### src/sv/sfd_pkg.sv
package sfd_pkg;

  localparam int FRAME_BYTES   = 31;
  localparam int PAY_START     = 7;
  localparam int PAY_BYTES     = 20;
  localparam int SET1_WORDS    = 10;
  localparam int SET2_WORDS    = 9;
  localparam int QDEPTH        = 2;

  localparam logic [7:0] START_MARK = 8'h02;
  localparam logic [7:0] LEN_MARK   = 8'd31;
  localparam logic [7:0] END_MARK   = 8'h03;
  localparam logic [7:0] SET1_CODE  = 8'h01;

  localparam logic [3:0] SET1_LAST_IDX = 4'(SET1_WORDS - 1);
  localparam logic [3:0] SET2_LAST_IDX = 4'(SET2_WORDS - 1);

  localparam logic STATUS_WORD = 1'b0;
  localparam logic STATUS_CSUM = 1'b1;

  typedef logic [7:0] byte_t;

  // one decoded frame waiting for emission
  typedef struct packed {
    logic                       csum_err;
    logic                       set2;
    logic [PAY_BYTES-1:0][7:0]  payload;   // payload[j] is frame byte 7+j
  } frame_t;

  // queue status seen by the front and back ends
  typedef struct packed {
    logic full;
    logic empty;
  } q_stat_t;

endpackage

### src/sv/sfd_if.sv
interface sfd_in_if;
  logic       valid;
  logic       ready;
  logic [7:0] rx_byte;

  modport source (output valid, output rx_byte, input ready);
  modport sink (input valid, input rx_byte, output ready);
endinterface

interface sfd_out_if;
  logic        valid;
  logic        ready;
  logic        status;
  logic        sensor_set;
  logic [3:0]  word_index;
  logic [15:0] word_value;
  logic        last;

  modport source (output valid, output status, output sensor_set, output word_index,
                  output word_value, output last, input ready);
  modport sink (input valid, input status, input sensor_set, input word_index,
                input word_value, input last, output ready);
endinterface

### src/sv/sfd_front.sv
module sfd_front (
  input  logic            clk,
  input  logic            rst_n,
  sfd_in_if.sink          in_ch,
  input  sfd_pkg::q_stat_t q_stat,
  output logic            push,
  output sfd_pkg::frame_t push_data
);

  sfd_pkg::byte_t win_r [sfd_pkg::FRAME_BYTES];
  sfd_pkg::byte_t win_nxt [sfd_pkg::FRAME_BYTES];
  logic [7:0]     sum_r;
  logic [7:0]     sum_nxt;
  logic [7:0]     sum_shift;
  logic [7:0]     csum;
  logic           acc;
  logic           framed;

  assign in_ch.ready = !q_stat.full;
  assign acc         = in_ch.valid && in_ch.ready;

  // running sum of all window bytes, updated per shift
  assign sum_shift = sum_r - win_r[0] + in_ch.rx_byte;
  // post-shift byte 2 is the pre-shift byte 3
  assign csum      = sum_shift - win_r[3];

  assign framed = (win_r[1] == sfd_pkg::START_MARK) && (win_r[2] == sfd_pkg::LEN_MARK)
                  && (in_ch.rx_byte == sfd_pkg::END_MARK);

  assign push = acc && framed;

  always_comb begin
    push_data.csum_err = (csum != win_r[3]);
    push_data.set2     = (win_r[5] != sfd_pkg::SET1_CODE);
    for (int j = 0; j < sfd_pkg::PAY_BYTES; j++) begin
      push_data.payload[j] = win_r[sfd_pkg::PAY_START + 1 + j];
    end
  end

  always_comb begin
    for (int i = 0; i < sfd_pkg::FRAME_BYTES; i++) begin
      win_nxt[i] = win_r[i];
    end
    sum_nxt = sum_r;
    if (acc) begin
      if (framed) begin
        for (int i = 0; i < sfd_pkg::FRAME_BYTES; i++) begin
          win_nxt[i] = '0;
        end
        sum_nxt = '0;
      end else begin
        for (int i = 0; i < sfd_pkg::FRAME_BYTES - 1; i++) begin
          win_nxt[i] = win_r[i + 1];
        end
        win_nxt[sfd_pkg::FRAME_BYTES - 1] = in_ch.rx_byte;
        sum_nxt = sum_shift;
      end
    end
  end

  always_ff @(posedge clk) begin
    if (!rst_n) begin
      for (int i = 0; i < sfd_pkg::FRAME_BYTES; i++) begin
        win_r[i] <= '0;
      end
      sum_r <= '0;
    end else begin
      for (int i = 0; i < sfd_pkg::FRAME_BYTES; i++) begin
        win_r[i] <= win_nxt[i];
      end
      sum_r <= sum_nxt;
    end
  end

endmodule

### src/sv/sfd_queue.sv
module sfd_queue (
  input  logic             clk,
  input  logic             rst_n,
  input  logic             push,
  input  sfd_pkg::frame_t  push_data,
  input  logic             pop,
  output sfd_pkg::frame_t  head,
  output sfd_pkg::q_stat_t q_stat
);

  localparam int PW = $clog2(sfd_pkg::QDEPTH);

  sfd_pkg::frame_t mem_r [sfd_pkg::QDEPTH];
  logic [PW-1:0]   wr_ptr_r;
  logic [PW-1:0]   rd_ptr_r;
  logic [PW:0]     cnt_r;
  logic [PW:0]     cnt_nxt;

  assign q_stat.full  = (cnt_r == (PW+1)'(sfd_pkg::QDEPTH));
  assign q_stat.empty = (cnt_r == '0);
  assign head         = mem_r[rd_ptr_r];

  always_comb begin
    cnt_nxt = cnt_r;
    if (push && !pop) begin
      cnt_nxt = cnt_r + 1'b1;
    end else if (pop && !push) begin
      cnt_nxt = cnt_r - 1'b1;
    end
  end

  always_ff @(posedge clk) begin
    if (push) begin
      mem_r[wr_ptr_r] <= push_data;
    end
  end

  always_ff @(posedge clk) begin
    if (!rst_n) begin
      wr_ptr_r <= '0;
      rd_ptr_r <= '0;
      cnt_r    <= '0;
    end else begin
      if (push) begin
        wr_ptr_r <= (wr_ptr_r == PW'(sfd_pkg::QDEPTH - 1)) ? '0 : wr_ptr_r + 1'b1;
      end
      if (pop) begin
        rd_ptr_r <= (rd_ptr_r == PW'(sfd_pkg::QDEPTH - 1)) ? '0 : rd_ptr_r + 1'b1;
      end
      cnt_r <= cnt_nxt;
    end
  end

endmodule

### src/sv/sfd_back.sv
module sfd_back (
  input  logic             clk,
  input  logic             rst_n,
  input  sfd_pkg::frame_t  head,
  input  sfd_pkg::q_stat_t q_stat,
  output logic             pop,
  sfd_out_if.source        out_ch
);

  logic [3:0]  idx_r;
  logic [3:0]  last_idx;
  logic        load;
  logic        is_last;
  logic        out_valid_r;
  logic        status_r;
  logic        set_r;
  logic [3:0]  index_r;
  logic [15:0] value_r;
  logic        last_r;

  assign load     = !q_stat.empty && (!out_valid_r || out_ch.ready);
  assign last_idx = head.set2 ? sfd_pkg::SET2_LAST_IDX : sfd_pkg::SET1_LAST_IDX;
  assign is_last  = head.csum_err || (idx_r == last_idx);
  assign pop      = load && is_last;

  assign out_ch.valid      = out_valid_r;
  assign out_ch.status     = status_r;
  assign out_ch.sensor_set = set_r;
  assign out_ch.word_index = index_r;
  assign out_ch.word_value = value_r;
  assign out_ch.last       = last_r;

  always_ff @(posedge clk) begin
    if (load) begin
      if (head.csum_err) begin
        status_r <= sfd_pkg::STATUS_CSUM;
        set_r    <= 1'b0;
        index_r  <= '0;
        value_r  <= '0;
      end else begin
        status_r <= sfd_pkg::STATUS_WORD;
        set_r    <= head.set2;
        index_r  <= idx_r;
        value_r  <= {head.payload[{idx_r, 1'b0}], head.payload[{idx_r, 1'b1}]};
      end
      last_r <= is_last;
    end
  end

  always_ff @(posedge clk) begin
    if (!rst_n) begin
      out_valid_r <= 1'b0;
      idx_r       <= '0;
    end else begin
      if (load) begin
        out_valid_r <= 1'b1;
        idx_r       <= is_last ? '0 : idx_r + 1'b1;
      end else if (out_ch.ready) begin
        out_valid_r <= 1'b0;
      end
    end
  end

  a_idx_range: assert property (@(posedge clk) disable iff (!rst_n)
    idx_r <= sfd_pkg::SET1_LAST_IDX)
    else $error("word counter out of range");

  a_idx_needs_frame: assert property (@(posedge clk) disable iff (!rst_n)
    idx_r != '0 |-> !q_stat.empty)
    else $error("word counter running without a queued frame");

  a_err_is_last: assert property (@(posedge clk) disable iff (!rst_n)
    out_valid_r && status_r == sfd_pkg::STATUS_CSUM |-> last_r && value_r == '0)
    else $error("checksum error item not a lone last item");

  a_pop_clears_idx: assert property (@(posedge clk) disable iff (!rst_n)
    pop |=> idx_r == '0)
    else $error("word counter not cleared after frame done");

endmodule

### src/sv/sensor_frame_deframer.sv
// Serial sensor-frame receiver. One rx byte is accepted per cycle; in_ch.ready drops
// only while two decoded frames wait in the frame queue. A 31-byte frame closing
// with a valid checksum gives nine or ten 16-bit words, one item per cycle while the
// receiver is ready, the first via the frame queue and the output register; a bad
// checksum gives a single error item. The output register and two-entry frame queue
// let intake run on as words drain, so a ready receiver sustains one byte per cycle.
module sensor_frame_deframer (
  input  logic      clk,
  input  logic      rst_n,
  sfd_in_if.sink    in_ch,
  sfd_out_if.source out_ch
);

  logic             push;
  logic             pop;
  sfd_pkg::frame_t  push_data;
  sfd_pkg::frame_t  head;
  sfd_pkg::q_stat_t q_stat;

  sfd_front u_front (
    .clk       (clk),
    .rst_n     (rst_n),
    .in_ch     (in_ch),
    .q_stat    (q_stat),
    .push      (push),
    .push_data (push_data)
  );

  sfd_queue u_queue (
    .clk       (clk),
    .rst_n     (rst_n),
    .push      (push),
    .push_data (push_data),
    .pop       (pop),
    .head      (head),
    .q_stat    (q_stat)
  );

  sfd_back u_back (
    .clk    (clk),
    .rst_n  (rst_n),
    .head   (head),
    .q_stat (q_stat),
    .pop    (pop),
    .out_ch (out_ch)
  );

endmodule

### src/flat_wrapper.sv
// flat-port wrapper written by rule: the top's interface ports become plain ports
module sensor_frame_deframer_flat 
  (clk, rst_n, in_ch_valid, in_ch_rx_byte, in_ch_ready, out_ch_valid, out_ch_status, out_ch_sensor_set, out_ch_word_index, out_ch_word_value, out_ch_last, out_ch_ready);
  sfd_in_if in_ch_i ();
  sfd_out_if out_ch_i ();
  input  logic clk;
  input  logic rst_n;
  input wire logic [$bits(in_ch_i.valid)-1:0] in_ch_valid;
  input wire logic [$bits(in_ch_i.rx_byte)-1:0] in_ch_rx_byte;
  output wire logic [$bits(in_ch_i.ready)-1:0] in_ch_ready;
  output wire logic [$bits(out_ch_i.valid)-1:0] out_ch_valid;
  output wire logic [$bits(out_ch_i.status)-1:0] out_ch_status;
  output wire logic [$bits(out_ch_i.sensor_set)-1:0] out_ch_sensor_set;
  output wire logic [$bits(out_ch_i.word_index)-1:0] out_ch_word_index;
  output wire logic [$bits(out_ch_i.word_value)-1:0] out_ch_word_value;
  output wire logic [$bits(out_ch_i.last)-1:0] out_ch_last;
  input wire logic [$bits(out_ch_i.ready)-1:0] out_ch_ready;
  assign in_ch_i.valid = in_ch_valid;
  assign in_ch_i.rx_byte = in_ch_rx_byte;
  assign in_ch_ready = in_ch_i.ready;
  assign out_ch_valid = out_ch_i.valid;
  assign out_ch_status = out_ch_i.status;
  assign out_ch_sensor_set = out_ch_i.sensor_set;
  assign out_ch_word_index = out_ch_i.word_index;
  assign out_ch_word_value = out_ch_i.word_value;
  assign out_ch_last = out_ch_i.last;
  assign out_ch_i.ready = out_ch_ready;
  sensor_frame_deframer u_core (.clk(clk), .rst_n(rst_n), .in_ch(in_ch_i), .out_ch(out_ch_i));
endmodule
### config.mk
export PLATFORM = sky130hd
export DESIGN_NAME = sensor_frame_deframer_flat
export DESIGN_NICKNAME = d
export VERILOG_FILES = /design/src/sv/sfd_pkg.sv /design/src/sv/sfd_if.sv /design/src/sv/sfd_front.sv /design/src/sv/sfd_queue.sv /design/src/sv/sfd_back.sv /design/src/sv/sensor_frame_deframer.sv /design/src/flat_wrapper.sv
export SDC_FILE = /design/constraint.sdc
export NUM_CORES = 1
export LEC_CHECK = 0
export BUFFER_PORTS_ARGS = -buffer_cell sky130_fd_sc_hd__clkbuf_2
export CAP_MARGIN = 20
export CORE_MARGIN = 4
export CORE_UTILIZATION = 45
export DETAILED_ROUTE_END_ITERATION = 12
export SKIP_CTS_REPAIR_TIMING = 1
export SYNTH_ARGS = -nofsm -noshare
export SYNTH_HDL_FRONTEND = slang
export SYNTH_SLANG_ARGS = --single-unit
### constraint.sdc
create_clock -name clk -period 10.9 [get_ports clk]
set_input_delay 2.18 -clock clk [delete_from_list [all_inputs] [get_ports clk]]
set_output_delay 2.18 -clock clk [all_outputs]
set_load 0.1 [all_outputs]
# Word level (Yosys, flattened, before mapping)
# Memories as Yosys holds them, arrays and structs flattened. A register that Yosys moved wholly into a read port is not among the register bits.
# Cells that the tools add are included.
word_totals:
  output_inout_bits: 25
  elab_cells: 132
  input_bits: 12
  reg_bits: 40
  mem_bits_rw: 572
  memories: 2
classes:
  magnitude_cmp: 2
  n_addsub: 8
  bitwise: 31
  eq_ne: 7
  n_reduce_logical: 18
  mux: 53
memory_table:
  columns: ["name", "words", "word_bits", "read_ports", "rd_ports_with_merged_regs", "wr", "line_no", "rtl"]
  rows:
  - ["u_core.u_queue.mem_r", 2, 162, 1, 1, 1, "sfd_queue.sv:13", "sfd_pkg::frame_t mem_r [sfd_pkg::QDEPTH];"]
  - ["u_core.u_front.win_r", 31, 8, 31, 0, 31, "sfd_front.sv:10", "sfd_pkg::byte_t win_r [sfd_pkg::FRAME_BYTES];"]
op_table:
  columns: ["cell", "count"]
  rows:
  - ["248-bit 2-to-1 mux", 2]
  - ["8-bit 2-to-1 mux", 34]
  - ["8-bit binary-select mux with 4-bit select", 2]
  - ["1-bit bitwise OR", 31]
  - ["8-bit by 2-bit equality test with 1-bit output (second input constant)", 2]
  - ["8-bit subtractor", 2]
  - ["5-bit by 6-bit < comparator with 1-bit output (second input constant)", 2]
  - ["1-bit 2-to-1 mux", 12]
  - ["8-bit adder", 1]
  - ["8-bit by 5-bit equality test with 1-bit output (second input constant)", 1]
  - ["1-bit logical AND", 8]
  - ["8-bit by 1-bit != test with 1-bit output (second input constant)", 1]
  - ["8-bit != test", 1]
  - ["1-bit logical NOT", 5]
  - ["4-bit by 1-bit adder with 4-bit output (second input constant)", 1]
  - ["4-bit equality test", 1]
  - ["2-bit 2-to-1 mux", 2]
  - ["4-bit 2-to-1 mux", 1]
  - ["2-bit nonzero test", 2]
  - ["1-bit adder (second input constant)", 2]
  - ["2-bit by 1-bit adder with 2-bit output (second input constant)", 1]
  - ["2-bit equality test (second input constant)", 1]
  - ["2-bit logical NOT", 1]
  - ["1-bit logical OR", 2]
  - ["2-bit by 1-bit subtractor with 2-bit output (second input constant)", 1]

# Longest topological paths before layout
# Gate-level depths: netlist of the first run.
# An unclocked memory read counts as a cell.
logic_depth:
  ltp_word: 9
  depth_mapped: 16
  ltp_nobuf: 16

# Hierarchy
# Synthesis of the first run repeated with hierarchy kept, for this count alone.
hier_totals:
  hier_cells: 2173
  hier_area_um2: 26580.5
modules_own_cells:
  columns: ["module", "cells_each", "seq_area_each_um2", "n_inst", "area_per_inst_um2"]
  rows:
  - ["sfd_queue", 526, 9829.4, 1, 12223.0]
  - ["sfd_front", 1433, 5124.9, 1, 11946.5]
  - ["sfd_back", 214, 790.8, 1, 2411.1]

# Worst setup path before layout of the first run
# No wires, ideal clock.
synth_path:
  kind: "input to register"
  start: "input in_ch_rx_byte[5]"
  end: "memory u_core.u_queue.mem_r[0][0] in the netlist's numbering, enable pin"
  setup_time_ns: 0.654
  required_time_ns: 10.246
  cell_stages: 6
  n_path_buf: 2
  setup_slack_ns: 0.900
  arrival_ns: 9.345
  cell_sequence: "nor4b_1 nand4_1 or3_1 buf_2 buf_6 nor3_2"
synth_between:
  elab_chain_cells: 5
synth_lines:
  columns: ["element", "line_no", "rtl"]
  rows:
  - ["from (decl)", "flat_wrapper.sv:9", "input wire logic [$bits(in_ch_i.rx_byte)-1:0] in_ch_rx_byte;"]
  - ["8-bit by 2-bit equality test with 1-bit output", "sfd_front.sv:28", "&& (in_ch.rx_byte == sfd_pkg::END_MARK);"]
  - ["1-bit logical AND", "sfd_front.sv:28", null]
  - ["1-bit logical AND", "sfd_front.sv:30", "assign push = acc && framed;"]
  - ["1-bit 2-to-1 mux", "sfd_queue.sv:33", "if (push) begin"]
  - ["1-bit 2-to-1 mux (not written as such)", "sfd_queue.sv:34", "mem_r[wr_ptr_r] <= push_data;"]
  - ["to (decl)", "sfd_queue.sv:13", null]
# Every way passes these cells.

# Final worst setup path of the first run
layout_path:
  start: "input in_ch_rx_byte[3]"
  end: "memory u_core.u_queue.mem_r[1][153] in the netlist's numbering, enable pin"
layout_between:
  elab_chain_cells: 5
layout_lines:
  columns: ["element", "line_no", "rtl"]
  rows:
  - ["8-bit by 2-bit equality test with 1-bit output", "sfd_front.sv:28", null]
  - ["1-bit logical AND", "sfd_front.sv:28", null]
  - ["1-bit logical AND", "sfd_front.sv:30", null]
  - ["named net u_core.push", "sensor_frame_deframer.sv:14", "logic push;"]
  - ["1-bit 2-to-1 mux", "sfd_queue.sv:33", null]
  - ["1-bit 2-to-1 mux (not written as such)", "sfd_queue.sv:34", null]
# The timed path passes the listed nets, and every way through them passes these cells.

==> results of run 1 <==
layer usage:
metal	part of all wire (%)	up-vias
li1	-	6758
met1	47	7187
met2	47	292
met3	4.5	70
met4	2.0	0
met5	0	-
registers in the layout (all words and copies together) (netlist names), named ones only:
register	cells
u_core.u_back.out_ch.sensor_set	1
u_core.u_queue.cnt_r	2
u_core.u_queue.mem_r	324
u_core.u_back.out_ch.word_value	16
u_core.u_front.sum_r	8
u_core.u_back.out_ch.valid	1
u_core.u_back.out_ch.last	1
u_core.u_back.idx_r	4
u_core.u_queue.rd_ptr_r	1
u_core.u_back.out_ch.status	1
u_core.u_back.out_ch.word_index	4
u_core.u_queue.wr_ptr_r	1
u_core.u_front.win_r	248
critical path, cell delays in order:
cell and delay, ns:
clkbuf_2 0.14, nor4_1 0.35, nand4_1 0.21, or3_4 0.46, nor2_1 0.21, and2_4 0.87, buf_4 0.72
metrics by stage:
stage / power (W) / hold WS (ns) / cells
global route: 0.005091 / 0.4858 / 2594
finish: 0.004904 / 0.4545 / 2595
floorplan: 0.002742 / 0.4410 / 1873
global placement: 0.002803 / 0.4516 / 2475
detailed placement: 0.002808 / 0.4591 / 2475
CTS: 0.004957 / 0.4537 / 2594
final cells by class:
| cell class | count | area, um2 |
|---|---|---|
| multi-input cells | 1065 | 7680 |
| flip-flops and latches | 613 | 15750 |
| inverters | 53 | 198.9 |
| repair buffers | 56 | 361.6 |
| fillers | 4488 | 25900 |
| well taps | 688 | 860.8 |
| clock inverters | 18 | 168.9 |
| diodes | 1 | 2.502 |
| clock buffers | 101 | 1934 |
synthesized netlist by cell type, types with 4 or more instances:
library cell,count,area (um2)
nor2_1,32,120.1
ha_1,17,212.7
xnor2_1,19,166.4
buf_1,5,18.77
buf_2,43,215.2
nand3_1,240,1201
a21boi_0,252,1892
dfxtp_1,266,5325
fa_1,8,160.2
mux4_2,80,1802
a21oi_1,24,120.1
and2_1,10,62.56
mux2i_1,19,190.2
o21ai_0,6,30.03
inv_1,53,198.9
xor2_1,9,78.83
edfxtp_1,347,10420
mux2_2,16,180.2
nand2_1,277,1040
clkbuf_1,91,341.6
nor2b_1,5,31.28
o22ai_1,16,100.1
nand4_1,4,25.02
cells by family after synthesis:
kind of cell	share of synthesized area (%)
buffers and inverters	3.310
AOI/OAI and AO/OA	9.314
xor gates and xnor gates	1.014
muxes	8.978
DFF	65.08
adders and majority gates	1.541
and+or+nand+nor	10.77
report_power, final:
| group | internal [W] | switching, W | total [W] |
|---|---|---|---|
| clock network | 0.00126 | 0.000889 | 0.00214 |
| logic | 0.000135 | 0.000191 | 0.000325 |
| registers | 0.00243 | 0.00000607 | 0.00243 |
| total | 0.00382 | 0.00109 | 0.00490 |
worst paths after layout:
path	start	end	slack, ns	depth (start not counted)
min	u_core.u_front.win_r[0][52]$_SDFFE_PN0P_	u_core.u_front.win_r[0][44]$_SDFFE_PN0P_	0.45	2
min reg2reg	u_core.u_front.win_r[0][52]$_SDFFE_PN0P_	u_core.u_front.win_r[0][44]$_SDFFE_PN0P_	0.45	2
max	in_ch_rx_byte[3]	u_core.u_queue.mem_r[1][153]$_DFFE_PP_	5.92	7
max reg2reg	u_core.u_queue.cnt_r[0]$_SDFFE_PN0P_	u_core.u_front.win_r[0][206]$_SDFFE_PN0P_	7.18	7
==> metrics, run 1 <==
Final Hold Vio Count=0; first-pass GRT wire length=80.47 mm; largest net degree at the start of global routing=204; Ys Warns=0; gr ovfl total=0; vias in the first global route=14164; layout cells sized above 1=13.43%; Worst Max-Slew Pin Slew=1.086 ns; Setup WS pre-CTS=5.230 ns; Max Slew Vio Count=0; Worst EP required=11.11 ns; met3 GRT Util=3.269%; DRC=0; Finished Core Util=51.00%; EDFF count, synth=347; syn_area_per_cell=12.92 um2; met2 Use GR=27.97%; Die X=239.9 um; H-tree depth=3; hpwl dp=27.98 mm; CTS Root Cell=clkbuf_16; Synth async-reset ratio=0%; Layout Nets=1892; Cell Area, Synth=24190 um2; fmax=200.7 MHz; VDD IR-drop max=0.0001222 V; Worst Skew=0.02782 ns; Starting Density=45.77%; RSZ-0062 raised after global routing=no; DR vias/cell=5.513; Design Area, Final=26960 um2; sequential element share of the synthesized area=65.08%; Syn Nets=1910; commonest non-fill, non-tap cell in the layout=edfxtp_1; period utilization=45.70%; CTS tree=built; global route hottest layer=met2; die height=239.9 um; Startpoint Class=input pin; status=complete, no violations; Port Buffers=36; core area=52870 um2; flop and latch count out of synthesis=613; CP Max Fanout=69; total track usage=17.66%; area delta synth->final=11.43%; Rows=84; Final ANT Viol Nets=0; DRT iter0 DRCs=1033; grt met1 use=25.42%; final wirelength=50.42 mm; Pre-Repair DR Iteration Count=5; # IOs=37; dpl cell area=24860 um2; Worst-Skew Late Latency=0.60 ns; power per cell area=181.9 nW/um2; CTS Buf Count=66; GP Congestion=0.7962; WL/cell=19.43 um; Worst Setup End Kind=flop; fin crit period=4.982 ns; relative slew slack=27.62%; CP arrival=5.20 ns; Clock transition at path regs=0.06 ns; max-cap violation count=0; via count=14307; final setup vio count=0; CP Class=in -> reg; Max Buffers Root-to-Sink=3; Static Leak=8.700 nW; final worst slack=5.918 ns; Distinct cells, synth=44; Sink Count=613; antenna violations before repair=0; Hold Crit Class=reg -> reg; most frequent cells in the layout=edfxtp_1 (347), nand2_1 (276), dfxtp_1 (263); Synth Instances=1873; setup_tns=0 ns; Die ar.=57540 um2; Primary FF master, synth=edfxtp_1
Note: power is estimated with default switching activity, not from simulation.
==> run 2, diff against run 1 <==
==> constraint.sdc (replaced) <==
create_clock -name clk -period 5.1 [get_ports clk]
set_input_delay 1.02 -clock clk [delete_from_list [all_inputs] [get_ports clk]]
set_output_delay 1.02 -clock clk [all_outputs]
set_load 0.1 [all_outputs]
==> metrics, run 2 (synthesis gave the netlist of run 1 again) <==
final cell count without fillers=2594; R2R setup slack=1.66 ns; area delta synth->final=11.56%; Worst-Skew Late Latency=0.62 ns; DP Cell Count=2483; Hold Crit Class=reg -> reg; worst path buffer plus inverter count=3; Max Slew Vio Count=0; Port Buffers=36; Layout Nets=1893; Design Area, Final=26990 um2; largest net degree at the start of global routing=173; Worst Max-Slew Pin Slew=0.9358 ns; delay-heaviest family, CP=adder cells; final wirelength=50.11 mm; layout cells sized above 1=14.01%; hpwl dp=27.92 mm; gr ovfl total=0; Top reg by flops=u_core.u_queue.mem_r; period utilization=71.87%; dpl cell area=25010 um2; DRC=0; Finished Core Util=51.06%; max-cap violation count=0; status=complete, no violations; fin crit period=3.665 ns; RSZ-0062 raised after global routing=no; fmax=272.8 MHz; Die ar.=57540 um2; Final Hold Vio Count=0; Max Buffers Root-to-Sink=3; crit-path cells=clkbuf_2 -> inv_1 -> fa_1 -> inv_1 -> fa_1 -> a21o_1 -> a21oi_1 -> xnor2_1 -> ha_1 -> a21o_1 -> o41ai_1 -> xor2_1 -> nand4_1; vias in the first global route=14331; H-tree depth=2; VDD IR-drop max=0.0004333 V; max reg flops=324; final setup vio count=0; DRT iter0 DRCs=1028; CP Class=in -> reg; CTS tree=built; Static Leak=8.674 nW; DR vias/cell=5.508; slowest cell on the critical path=fa_1; WL/cell=19.32 um; layout filler cell count=4499; total track usage=17.71%; core area=52870 um2; Rows=84; commonest non-fill, non-tap cell in the layout=edfxtp_1; Starting Density=45.77%; Clock transition at path regs=0.06 ns; die height=239.9 um; first-pass GRT wire length=81.18 mm; Final ANT Viol Nets=0; CTS Root Cell=clkbuf_16; relative slew slack=37.61%; GP Congestion=0.8285; setup_tns=0 ns; most frequent cells in the layout=edfxtp_1 (347), nand2_1 (276), dfxtp_1 (263); Sink Count=613; Pre-Repair DR Iteration Count=7; Max stage delay on crit path=0.53 ns; via count=14287; CP arrival=4.01 ns; CTS Buf Count=59; antenna violations before repair=0; # IOs=37; power per cell area=381.4 nW/um2; Worst Skew=0.02416 ns; Startpoint Class=input pin; Worst Setup End Kind=flop; Worst EP required=5.44 ns; CP Max Fanout=4; Die X=239.9 um; Ant. Diodes=0
## run 2: final timing paths
path                                         endpoint                                startpoint  depth (start not counted)
min reg2reg  u_core.u_front.win_r[0][35]$_SDFFE_PN0P_  u_core.u_front.win_r[0][35]$_SDFFE_PN0P_                          2
min          u_core.u_front.win_r[0][35]$_SDFFE_PN0P_  u_core.u_front.win_r[0][35]$_SDFFE_PN0P_                          2
max            u_core.u_queue.mem_r[0][161]$_DFFE_PP_                          in_ch_rx_byte[1]                         13
max reg2reg    u_core.u_queue.mem_r[0][161]$_DFFE_PP_      u_core.u_front.sum_r[1]$_SDFFE_PN0P_                         12
## run 2: worst register-to-register path: cells and delay by family (launching register included)
family	cells	cell delay, ns
XOR/XNOR	2	0.36
adder cells (fa/ha/maj)	3	1.22
buffers and inverters	2	0.12
AO/OA/AOI/OAI	4	1.03
flip-flops	1	0.33
AND/OR/NAND/NOR	1	0.11
## run 2: area by class of cell
class | instances | area [um2] | share of cell area, %
tap | 688 | 860.8 | 3.189
inverter | 53 | 198.9 | 0.7370
timing repair buffer | 64 | 496.7 | 1.840
sequential | 613 | 15750 | 58.36
clock buffer | 87 | 1774 | 6.573
clock inverter | 24 | 212.7 | 0.7880
multi-input combinational | 1065 | 7695 | 28.51
## run 2: layer usage
| metal | wire length, um | part of all wire, % | global-route usage, % |
|---|---|---|---|
| met1 | 23470 | 47 | 26.04 |
| met4 | 868 | 1.7 | 3.725 |
| met5 | 0 | 0 | 0 |
| met3 | 2151 | 4.3 | 2.914 |
| met2 | 23620 | 47 | 28.17 |
## run 2: per-stage QoR
stage	hold WS, ns	power [W]	setup slack, ns
after CTS	0.4673	0.01041	1.466
after global placement	0.4494	0.005986	0.8970
after global routing	0.4882	0.01071	1.290
final	0.4638	0.01029	1.435
after detailed placement	0.4576	0.006006	0.8269
after floorplan	0.4410	0.005861	-1.170
## run 2: power by group
group          switching [W]  leakage, nW  internal (W)
clock                0.00183        0.995       0.00256
combinational       0.000412         2.39      0.000290
sequential         0.0000140         5.29       0.00519
